File: src/rtl/tbp_pkg.sv
// ----------------------------------------------------------------------------
// tbp_pkg: shared types and constants of the top-k boundary picker
// Holds the payload structs, the fixed field widths, the row command codes
// and the command and status structs between controller and datapath.
// ----------------------------------------------------------------------------
package tbp_pkg;

  // Fixed field widths.
  localparam int VALUE_WIDTH   = 16;
  localparam int SEP_WIDTH     = 12;
  localparam int OUT_POS_WIDTH = 13;

  // Reset value of the minimum separation register.
  localparam logic [SEP_WIDTH-1:0] SEP_RESET = 12'd5;

  // Position code for an empty result slot (minus one).
  localparam logic [OUT_POS_WIDTH-1:0] PAD_POSITION = '1;

  // Operations on the row of kept entries.
  localparam logic [2:0] ROW_HOLD      = 3'd0;
  localparam logic [2:0] ROW_INSERT    = 3'd1;
  localparam logic [2:0] ROW_SORT_EVEN = 3'd2;
  localparam logic [2:0] ROW_SORT_ODD  = 3'd3;
  localparam logic [2:0] ROW_SHIFT     = 3'd4;
  localparam logic [2:0] ROW_CLEAR     = 3'd5;

  // One input item.
  typedef struct packed {
    logic signed [VALUE_WIDTH-1:0] difference_value;
    logic                          last_item;
  } sample_t;

  // One result item.
  typedef struct packed {
    logic signed [OUT_POS_WIDTH-1:0] boundary_position;
    logic                            last_result;
  } result_t;

  // Commands from the controller to the datapath.
  typedef struct packed {
    logic [2:0] row_op;
    logic       out_load;
    logic       out_pad;
    logic       out_last;
  } dp_cmd_t;

  // Status from the datapath to the controller.
  typedef struct packed {
    logic head_valid;
    logic head_keep;
    logic out_free;
  } dp_status_t;

endpackage

File: src/rtl/tbp_datapath.sv
// ----------------------------------------------------------------------------
// tbp_datapath: row of kept entries, separation filter and result register
// The row inserts one magnitude per ROW_INSERT cycle in descending order, sorts itself
// by position with odd-even transposition and shifts entries out at its head.
// ----------------------------------------------------------------------------
module tbp_datapath #(
  parameter int TOP_COUNT  = 12,
  parameter int MAX_LENGTH = 4096
) (
  input  logic                                clk,
  input  logic                                rst,
  input  tbp_pkg::dp_cmd_t                    cmd,
  output tbp_pkg::dp_status_t                 status,
  input  logic signed [tbp_pkg::VALUE_WIDTH-1:0] difference_value,
  input  logic                                cfg_we,
  input  logic [tbp_pkg::SEP_WIDTH-1:0]       cfg_wdata,
  output logic                                result_valid,
  input  logic                                result_ready,
  output tbp_pkg::result_t                    result
);

  localparam int VW    = tbp_pkg::VALUE_WIDTH;
  localparam int SW    = tbp_pkg::SEP_WIDTH;
  localparam int OW    = tbp_pkg::OUT_POS_WIDTH;
  localparam int POS_W = (MAX_LENGTH > 2) ? $clog2(MAX_LENGTH) : 1;
  localparam int CMP_W = (POS_W > SW) ? POS_W : SW;
  localparam logic [POS_W-1:0] POS_MAX = POS_W'(MAX_LENGTH - 1);

  // Row of entries.
  logic [VW-1:0]    mag      [TOP_COUNT];
  logic [POS_W-1:0] pos      [TOP_COUNT];
  logic             vld      [TOP_COUNT];
  logic [VW-1:0]    mag_next [TOP_COUNT];
  logic [POS_W-1:0] pos_next [TOP_COUNT];
  logic             vld_next [TOP_COUNT];

  logic [POS_W-1:0] pos_cnt;
  logic [SW-1:0]    min_sep;
  logic [POS_W-1:0] last_pos;
  logic             have_last;
  logic             out_valid;
  tbp_pkg::result_t out_reg;

  logic [VW-1:0]    raw;
  logic [VW-1:0]    in_mag;
  logic             take [TOP_COUNT];
  logic             swap [TOP_COUNT];
  logic [POS_W-1:0] gap;
  logic [POS_W+OW-1:0] pos_wide;

  // Magnitude of the incoming value; the most negative value maps to 2^(VW-1).
  assign raw    = difference_value;
  assign in_mag = raw[VW-1] ? ((~raw) + VW'(1)) : raw;

  // Insert and compare-exchange decisions, one per cell.
  always_comb begin
    for (int i = 0; i < TOP_COUNT; i++) begin
      take[i] = !vld[i] || (in_mag > mag[i]);
      swap[i] = 1'b0;
      if (i + 1 < TOP_COUNT) begin
        swap[i] = {!vld[i], pos[i]} > {!vld[(i + 1) % TOP_COUNT], pos[(i + 1) % TOP_COUNT]};
      end
    end
  end

  // Next state of the row.
  always_comb begin
    mag_next = mag;
    pos_next = pos;
    vld_next = vld;
    unique case (cmd.row_op) inside
      tbp_pkg::ROW_INSERT: begin
        if (take[0]) begin
          mag_next[0] = in_mag;
          pos_next[0] = pos_cnt;
          vld_next[0] = 1'b1;
        end
        for (int i = 1; i < TOP_COUNT; i++) begin
          if (take[i-1]) begin
            mag_next[i] = mag[i-1];
            pos_next[i] = pos[i-1];
            vld_next[i] = vld[i-1];
          end else if (take[i]) begin
            mag_next[i] = in_mag;
            pos_next[i] = pos_cnt;
            vld_next[i] = 1'b1;
          end
        end
      end
      tbp_pkg::ROW_SORT_EVEN, tbp_pkg::ROW_SORT_ODD: begin
        for (int i = 0; i + 1 < TOP_COUNT; i++) begin
          if ((((i % 2) == 1) == (cmd.row_op == tbp_pkg::ROW_SORT_ODD)) && swap[i]) begin
            mag_next[i]     = mag[i+1];
            pos_next[i]     = pos[i+1];
            vld_next[i]     = vld[i+1];
            mag_next[i+1]   = mag[i];
            pos_next[i+1]   = pos[i];
            vld_next[i+1]   = vld[i];
          end
        end
      end
      tbp_pkg::ROW_SHIFT: begin
        for (int i = 0; i + 1 < TOP_COUNT; i++) begin
          mag_next[i] = mag[i+1];
          pos_next[i] = pos[i+1];
          vld_next[i] = vld[i+1];
        end
        vld_next[TOP_COUNT-1] = 1'b0;
      end
      tbp_pkg::ROW_CLEAR: begin
        for (int i = 0; i < TOP_COUNT; i++) begin
          vld_next[i] = 1'b0;
        end
      end
      tbp_pkg::ROW_HOLD: begin
      end
      default: begin
      end
    endcase
  end

  // Row registers; payload needs no reset.
  always_ff @(posedge clk) begin
    mag <= mag_next;
    pos <= pos_next;
    if (rst) begin
      for (int i = 0; i < TOP_COUNT; i++) begin
        vld[i] <= 1'b0;
      end
    end else begin
      vld <= vld_next;
    end
  end

  // Position counter saturates at the last position.
  always_ff @(posedge clk) begin
    if (rst || cmd.row_op == tbp_pkg::ROW_CLEAR) begin
      pos_cnt <= '0;
    end else if (cmd.row_op == tbp_pkg::ROW_INSERT && pos_cnt != POS_MAX) begin
      pos_cnt <= pos_cnt + POS_W'(1);
    end
  end

  // Configuration register.
  always_ff @(posedge clk) begin
    if (rst) begin
      min_sep <= tbp_pkg::SEP_RESET;
    end else if (cfg_we) begin
      min_sep <= cfg_wdata;
    end
  end

  // Separation filter against the last kept position.
  assign gap = pos[0] - last_pos;

  always_ff @(posedge clk) begin
    if (rst || cmd.row_op == tbp_pkg::ROW_CLEAR) begin
      have_last <= 1'b0;
    end else if (cmd.out_load && !cmd.out_pad) begin
      have_last <= 1'b1;
    end
    if (cmd.out_load && !cmd.out_pad) begin
      last_pos <= pos[0];
    end
  end

  // Result register.
  assign pos_wide = {{OW{1'b0}}, pos[0]};

  always_ff @(posedge clk) begin
    if (rst) begin
      out_valid <= 1'b0;
    end else if (cmd.out_load) begin
      out_valid <= 1'b1;
    end else if (result_ready) begin
      out_valid <= 1'b0;
    end
    if (cmd.out_load) begin
      out_reg.boundary_position <= cmd.out_pad ? tbp_pkg::PAD_POSITION : pos_wide[OW-1:0];
      out_reg.last_result       <= cmd.out_last;
    end
  end

  assign result_valid      = out_valid;
  assign result            = out_reg;
  assign status.head_valid = vld[0];
  assign status.head_keep  = !have_last || (CMP_W'(gap) >= CMP_W'(min_sep));
  assign status.out_free   = !out_valid || result_ready;

endmodule

File: src/rtl/tbp_ctrl.sv
// ----------------------------------------------------------------------------
// tbp_ctrl: sequencer of the top-k boundary picker
// Takes items while idle, runs the position sort rounds after the last item
// and then drives the result scan and the final clear.
// ----------------------------------------------------------------------------
module tbp_ctrl #(
  parameter int TOP_COUNT = 12
) (
  input  logic                clk,
  input  logic                rst,
  input  logic                sample_valid,
  input  logic                last_item,
  output logic                sample_ready,
  input  tbp_pkg::dp_status_t status,
  output tbp_pkg::dp_cmd_t    cmd
);

  localparam int STEP_W = $clog2(TOP_COUNT + 1);
  localparam logic [STEP_W-1:0] LAST_STEP = STEP_W'(TOP_COUNT - 1);

  localparam logic [1:0] ST_IDLE = 2'd0;
  localparam logic [1:0] ST_SORT = 2'd1;
  localparam logic [1:0] ST_SCAN = 2'd2;

  logic [1:0]        state;
  logic [1:0]        state_next;
  logic [STEP_W-1:0] step;
  logic [STEP_W-1:0] step_next;

  // Next state and commands.
  always_comb begin
    state_next   = state;
    step_next    = step;
    sample_ready = 1'b0;
    cmd          = '0;
    cmd.row_op   = tbp_pkg::ROW_HOLD;
    unique case (state)
      ST_IDLE: begin
        sample_ready = 1'b1;
        if (sample_valid) begin
          cmd.row_op = tbp_pkg::ROW_INSERT;
          if (last_item) begin
            state_next = ST_SORT;
            step_next  = '0;
          end
        end
      end
      ST_SORT: begin
        cmd.row_op = step[0] ? tbp_pkg::ROW_SORT_ODD : tbp_pkg::ROW_SORT_EVEN;
        if (step == LAST_STEP) begin
          state_next = ST_SCAN;
          step_next  = '0;
        end else begin
          step_next = step + STEP_W'(1);
        end
      end
      ST_SCAN: begin
        if (status.out_free) begin
          if (status.head_valid && !status.head_keep) begin
            // Too close to the previous kept boundary: drop it.
            cmd.row_op = tbp_pkg::ROW_SHIFT;
          end else begin
            cmd.out_load = 1'b1;
            cmd.out_pad  = !status.head_valid;
            cmd.out_last = (step == LAST_STEP);
            if (step == LAST_STEP) begin
              cmd.row_op = tbp_pkg::ROW_CLEAR;
              state_next = ST_IDLE;
              step_next  = '0;
            end else begin
              cmd.row_op = tbp_pkg::ROW_SHIFT;
              step_next  = step + STEP_W'(1);
            end
          end
        end
      end
      default: begin
        state_next = ST_IDLE;
      end
    endcase
  end

  // State registers.
  always_ff @(posedge clk) begin
    if (rst) begin
      state <= ST_IDLE;
      step  <= '0;
    end else begin
      state <= state_next;
      step  <= step_next;
    end
  end

endmodule

File: src/rtl/top_k_boundary_picker.sv
// ----------------------------------------------------------------------------
// top_k_boundary_picker: keeps the profile differences of largest magnitude and emits
// their positions in ascending order, thinned by a minimum separation.
//
//   Channel   Direction  Handshake                  Payload
//   sample    in         sample_valid/sample_ready  tbp_pkg::sample_t
//   result    out        result_valid/result_ready  tbp_pkg::result_t
//   cfg       in         cfg_we (no wait)           min_separation
//
// An item not marked last is inserted in place by the cell row, and the block
// can take another item at once. An item marked last adds TOP_COUNT sort rounds
// in the cell row, then a result scan that emits TOP_COUNT results and drops
// each entry that breaks the separation rule (at most TOP_COUNT-1); the scan
// stalls while the result side holds the result register.
// Reset is synchronous: it empties the row, zeroes the position counter and
// sets min_separation to 5; no clearing pass is needed.
// ----------------------------------------------------------------------------
module top_k_boundary_picker #(
  parameter int TOP_COUNT  = 12,
  parameter int MAX_LENGTH = 4096
) (
  input  logic                          clk,
  input  logic                          rst,
  input  logic                          sample_valid,
  output logic                          sample_ready,
  input  tbp_pkg::sample_t              sample,
  output logic                          result_valid,
  input  logic                          result_ready,
  output tbp_pkg::result_t              result,
  input  logic                          cfg_we,
  input  logic [tbp_pkg::SEP_WIDTH-1:0] cfg_wdata
);

  tbp_pkg::dp_cmd_t    cmd;
  tbp_pkg::dp_status_t status;

  // Sequencer.
  tbp_ctrl #(
    .TOP_COUNT (TOP_COUNT)
  ) u_ctrl (
    .clk          (clk),
    .rst          (rst),
    .sample_valid (sample_valid),
    .last_item    (sample.last_item),
    .sample_ready (sample_ready),
    .status       (status),
    .cmd          (cmd)
  );

  // Entry row, filter and result register.
  tbp_datapath #(
    .TOP_COUNT  (TOP_COUNT),
    .MAX_LENGTH (MAX_LENGTH)
  ) u_datapath (
    .clk              (clk),
    .rst              (rst),
    .cmd              (cmd),
    .status           (status),
    .difference_value (sample.difference_value),
    .cfg_we           (cfg_we),
    .cfg_wdata        (cfg_wdata),
    .result_valid     (result_valid),
    .result_ready     (result_ready),
    .result           (result)
  );

`ifndef SYNTHESIS
  // After a last item the block stops taking items until its last result is loaded into the result register.
  assert property (@(posedge clk) disable iff (rst)
    sample_valid && sample_ready && sample.last_item |=> !sample_ready)
    else $error("item taken right after a last item");

  // The result register is only loaded when it is free.
  assert property (@(posedge clk) disable iff (rst)
    cmd.out_load |-> status.out_free)
    else $error("result register overwritten");

  // Items are only inserted while the input side is open.
  assert property (@(posedge clk) disable iff (rst)
    cmd.row_op == tbp_pkg::ROW_INSERT |-> sample_ready && sample_valid)
    else $error("insert without a transfer");
`endif

endmodule
File: config.mk
export PLATFORM = sky130hd
export DESIGN_NAME = top_k_boundary_picker
export DESIGN_NICKNAME = d
export VERILOG_FILES = /design/src/rtl/tbp_pkg.sv /design/src/rtl/tbp_datapath.sv /design/src/rtl/tbp_ctrl.sv /design/src/rtl/top_k_boundary_picker.sv
export SDC_FILE = /design/constraint.sdc
export NUM_CORES = 2
export LEC_CHECK = 0
export BUFFER_PORTS_ARGS = -buffer_cell sky130_fd_sc_hd__buf_2
export CELL_PAD_IN_SITES_DETAIL_PLACEMENT = 1
export CELL_PAD_IN_SITES_GLOBAL_PLACEMENT = 1
export CORE_UTILIZATION = 41
export CTS_CLUSTER_DIAMETER = 60
export DETAILED_ROUTE_END_ITERATION = 10
export GPL_ROUTABILITY_DRIVEN = 0
export PLACE_DENSITY = 0.68
export SYNTH_ARGS = -nofsm -noshare
export SYNTH_HDL_FRONTEND = slang
export SYNTH_SLANG_ARGS = --single-unit
File: constraint.sdc
create_clock -name clk -period 11.24 [get_ports clk]
set_input_delay 2.248 -clock clk [delete_from_list [all_inputs] [get_ports clk]]
set_output_delay 2.248 -clock clk [all_outputs]
set_load 0.005 [all_outputs]
# After elaboration in Yosys (flattened, before gate mapping)
# Cells that the tools add are included.
[totals]
ram_bits = 0
regBits = 406
romBits = 0
mem_count = 0
latch_bits = 0
in_bits = 34
[classes]
eq_ne = 39
n_addsub = 4
shifts = 0
n_mul = 0
n_lt_le_gt_ge = 24
div = 0
n_mux = 139
n_reduce_logical = 79
bitwise = 4
[ops]
columns = ["op", "n"]
rows = [
  ["$pmux 176 s3", 1],
  ["$mux 32", 13],
  ["$pmux 132 s3", 1],
  ["$mux 16", 24],
  ["$mux 24", 13],
  ["$mux 12", 23],
  ["$gt 16x16->1", 12],
  ["$gt 13x13->1", 11],
  ["$reduce_and 3->1", 24],
  ["$ne 3x1->1 const B", 21],
  ["$pmux 12 s4", 1],
  ["$mux 2", 19],
  ["$pmux 16 s2", 1],
  ["$mux 1", 29],
  ["$pmux 12 s2", 1],
  ["$mux 4", 5],
  ["$add 16x1->16 const B", 1],
  ["$logic_not 1->1", 16],
  ["$not 16->16", 1],
  ["$logic_or 1x1->1", 15],
  ["$logic_and 1x1->1", 14],
  ["$mux 13", 1],
  ["$add 12x1->12 const B", 1],
  ["$ge 12x12->1", 1],
  ["25 further kinds", 40],
]

# Depth between registers and ports, before layout
[logic_depth]
word_depth = 25
depth_mapped = 23
ltp_nobuf = 20

# Cells and area by module
# Synthesis repeated with hierarchy kept, for this count alone.
[hier_totals]
cells_unflattened = 2869
area_unflattened_um2 = 28150.7
[by_module_without_submodules]
columns = ["module", "cells_per_inst", "seq_area_each_um2", "instances", "area_each_um2"]
rows = [
  ["tbp_datapath", 2810, 11631.2, 1, 27631.5],
  ["tbp_ctrl", 59, 120.1, 1, 519.2],
]

# Least setup slack after synthesis
# No wires, ideal clock.
[synth_timing]
path_type = "in2reg"
start = "input port sample[1] in the netlist's numbering"
end = "register u_datapath.mag[80] in the netlist's numbering (enable)"
required_ns = 10.780
arrival_ns = 7.925
n_path_buf = 1
path_stages = 17
slack_ns = 2.856
path_cell_list = "inv_1 ha_1 nand2_1 or2_2 o21ai_0 nand2_1 xnor2_1 clkbuf_1 inv_1 ha_1 nand4_1 or2_2 a311oi_1 nor4_1 a41oi_1 nor2_1 a221oi_1"
[synth_between]
elab_chain_len = 7
word_cells_on_any_way = 9
cone_classes = "1 x add/sub; 2 x order compare; 1 x eq/ne; 1 x mux; 1 x bitwise; 3 x reduce/logical"
[synth_rtl]
columns = ["item", "line_no", "source"]
rows = [
  ["start, declared", "top_k_boundary_picker.sv:26", "input tbp_pkg::sample_t sample,"],
  ["$not 16->16", "tbp_datapath.sv:53", "assign in_mag = raw[VW-1] ? ((~raw) + VW'(1)) : raw;"],
  ["$add 16x1->16", "tbp_datapath.sv:53", ""],
  ["$mux 16 *", "tbp_datapath.sv:53", ""],
  ["$gt 16x16->1", "tbp_datapath.sv:58", "take[i] = !vld[i] || (in_mag > mag[i]);"],
  ["$logic_or 1x1->1", "tbp_datapath.sv:58", ""],
  ["$ne 3x1->1 (no line) *", "n/a", ""],
  ["$reduce_and 3->1 (no line) *", "n/a", ""],
  ["end signal, assigned", "tbp_datapath.sv:124", "mag <= mag_next;"],
  ["end, declared", "tbp_datapath.sv:30", "logic [VW-1:0] mag [TOP_COUNT];"],
]
# Mark *: on every way between the ends. The rest lies on a longest branch, timed or not.
# A chain may end at the register's enable or synchronous reset.

# Worst setup path after layout
[layout_timing]
start = "input port sample[1] in the netlist's numbering"
end = "register u_datapath.mag[151] in the netlist's numbering (enable)"
# The elaborated chain is that of the path after synthesis.

==> reports/summary.txt <==
P_sw: 5.18 mW
Unrepaired setup endpoints after global routing: false
Mapped Avg Cell Area: 9.82 sq um
Share of the synthesized area in the top cell type: 37.9%
Crit path kind: primary input to register
H-tree Lvls: 2
Post-synth EDFFs: 362
Die area: 71000 sq um
Routed Antenna Nets: 0
Hold Path Origin: u_datapath.have_last
Post_cts resized: 0
Row cnt: 96
DRT iter0 DRCs: 1715
Reg clk slew, reported paths: 0.06 ns
# hold bufs at CTS: 0
Remaining DRCs: 0
WP data required: 11.51 ns
Final nets: 3339
Status: finished, final reports clean
First-pass GRT wire length: 149000 microns
CTS tree: built
Slew headroom: 10.4%
CTS buffer count: 54
Syn nets: 3319
Multi-input logic area: 14800 sq um
Layout fillers: 7620
Vias in the first global route: 25.6k
Final Cycle Share: 63.7%
Fin. Hold Viols: 0
Sw frac: 44.9%
Global-route total usage across every layer: 27.3%
IO Port Bufs: 49
Synth Register Bits: 406
Internal power: 6.36 mW
Setup crit start: sample[1]
Startpoint types: primary input
Synth Flop Type: edfxtp_1
Core outline area: 68800 sq um
Pins over their slew limit: 0
Highest-count cells in the layout ignoring fill and taps: 420 x inv_1, 365 x ha_1, 362 x edfxtp_1, 243 x nor2_1, 212 x a221o_1
Sequential fraction of the synthesis area: 41.0%
Area grow syn2layout: 10.9%
Clock Sinks: 406
Synthesis Warnings: 0
Initial antenna violation count: 0
Slew at the pin closest to its max-slew limit: 1.34 ns
Clk_lat worst skew: 0.63 ns
Top fanout value on the critical path: 16
Syn Inst Count: 2918
Reg2reg start: u_datapath.pos[132]
Cell Area, Synth: 28700 sq um
Layout cell share with drive strength beyond 1: 8.11%
Drt pass-1 iters: 6
Sequential cell area: 11800 sq um
Vias: 23.9k
Worst Setup Slack, final: 4.08 ns
Largest net degree at the start of global routing: 39
Worst Skew: 0.0366 ns
Total global routing overflow: 0
Root Driver: clkbuf_16
Power density cells: 363 nW/um^2
Routed Wire Length: 97000 microns
I/O pin cnt: 50
Most common cell after layout, fill and taps aside: inv_1
FFs w/ async S/R, synth: 0%
Post-layout min period: 7.16 ns
Synth area leader: edfxtp_1
Leakage: 13.8 nW
Worst Path Arrival: 7.43 ns
Initial core utilization: 41.6%
Final setup vio count: 0
Synth unique cells: 89
Clk pwr share: 15.8%
Routed vias/inst: 6.10
Vert. Die Dim: 266 microns
Area contributors post-synth: edfxtp_1 38%, ha_1 16%, a221o_1 7.4%, inv_1 5.5%, nor2_1 3.3%
MaxCap Viol Count: 0
CP Capture Type: register
Per-cell routed wire length: 24.8 microns
Max VDD drop: 0.188 mV
Max clock buf depth: 3
Fmax: 140 MHz
Chip width: 266 microns
Total negative slack: 0 ns
Hold Crit Class: register to register
Place WS: 3.49 ns
Reg power frac: 33.5%
Combinational share of power: 50.8%
Hpwl dp: 74700 microns
Post-CTS setup repair buffer count: 0
-- cell usage after synthesis (19+ instances only) --
cell type	n
o211ai_1	19
inv_1	420
a222oi_1	26
nand2_1	193
dfxtp_1	44
nand3_1	63
nand4_1	59
a21oi_1	169
a211oi_1	33
clkbuf_1	68
nor2_1	249
nor3_1	22
a21o_1	38
ha_1	366
nor2b_1	24
o21a_1	23
a22oi_1	27
o21ai_0	99
nand2b_1	29
a221o_1	212
edfxtp_1	362
buf_2	48
mux2i_1	27
-- registers in the layout, indices dropped and copies added (netlist names) --
signal and count:
u_datapath.vld 11, u_datapath.result 14, u_ctrl.step 4, u_datapath.result_valid 1, u_ctrl.state 2, u_datapath.min_sep 12, u_datapath.have_last 1, u_datapath.pos_cnt 12
u_datapath.status 1, u_datapath.pos 144, u_datapath.last_pos 12, u_datapath.mag 192
-- logic make-up after synthesis --
group,Yosys count,synth area share [%]
xor+xnor,35,1.07
simple gates,706,11.4
flops,406,41.0
fa+ha+maj,367,16.0
compound gates,820,21.9
buf+inv,557,7.71
mux,27,0.943
-- final timing paths --
check	to	slack, ns	cells after the start
worst max-delay path	u_datapath.mag[151]	4.08	20
worst min-delay path	u_datapath.have_last	0.48	1
worst max register to register	u_datapath.pos[97]	4.58	21
worst min register to register	u_datapath.have_last	0.48	1
-- layer usage --
| layer | vias to the layer above | GRT usage, % | routed length (microns) |
|---|---|---|---|
| li1 | 11000 | - | - |
| met1 | 12000 | 35.5 | 42700 |
| met2 | 669 | 47.0 | 46700 |
| met3 | 174 | 3.16 | 4710 |
| met4 | 0 | 9.35 | 2910 |
| met5 | - | 0 | 0 |
-- power groups by stage --
stage                     clock, mW  combinational [mW]  sequential, mW
after floorplan                   0                4.14            3.47
after global placement            0                5.49            3.83
after detailed placement          0                5.80            3.86
after CTS                      1.85                5.85            3.84
after global routing           1.90                6.48            3.94
final                          1.82                5.86            3.86
-- cell type report --
cell class                 instances  area share, %
sequential                       406           37.0
clock buffer                      64           4.37
inverter                         420           4.96
multi-input combinational       1955           46.6
clock inverter                    38           1.39
tap                              931           3.67
antenna                            2         0.0157
timing repair buffer             101           2.00
-- per-stage QoR --
step	hold WS, ns	util (%)	instance area, sq um	std cells	total power, mW
floorplan	0.446	-	28700	2918	7.61
global placement	0.462	43.5	29900	3813	9.32
detailed placement	0.472	43.5	29900	3813	9.66
CTS	0.486	46.2	31800	3915	11.5
global route	0.518	46.2	31800	3915	12.3
finish	0.485	46.2	31800	3917	11.5
-- worst max-delay path, cell delays in order --
cell and delay, ns:
buf_2 0.22, inv_1 0.12, ha_1 0.18, nand2_1 0.07, or2_2 0.29, o21ai_0 0.47, nand2_1 0.13, xnor2_1 0.17
buf_4 0.23, inv_1 0.34, ha_1 0.43, nand4_1 0.15, nor4_1 0.44, o21ai_0 0.18, a31oi_1 0.46, inv_1 0.16
nand3_1 0.16, nand2_1 0.08, nor2_2 0.49, buf_4 0.40
Power figures use the tool's default switching activity.
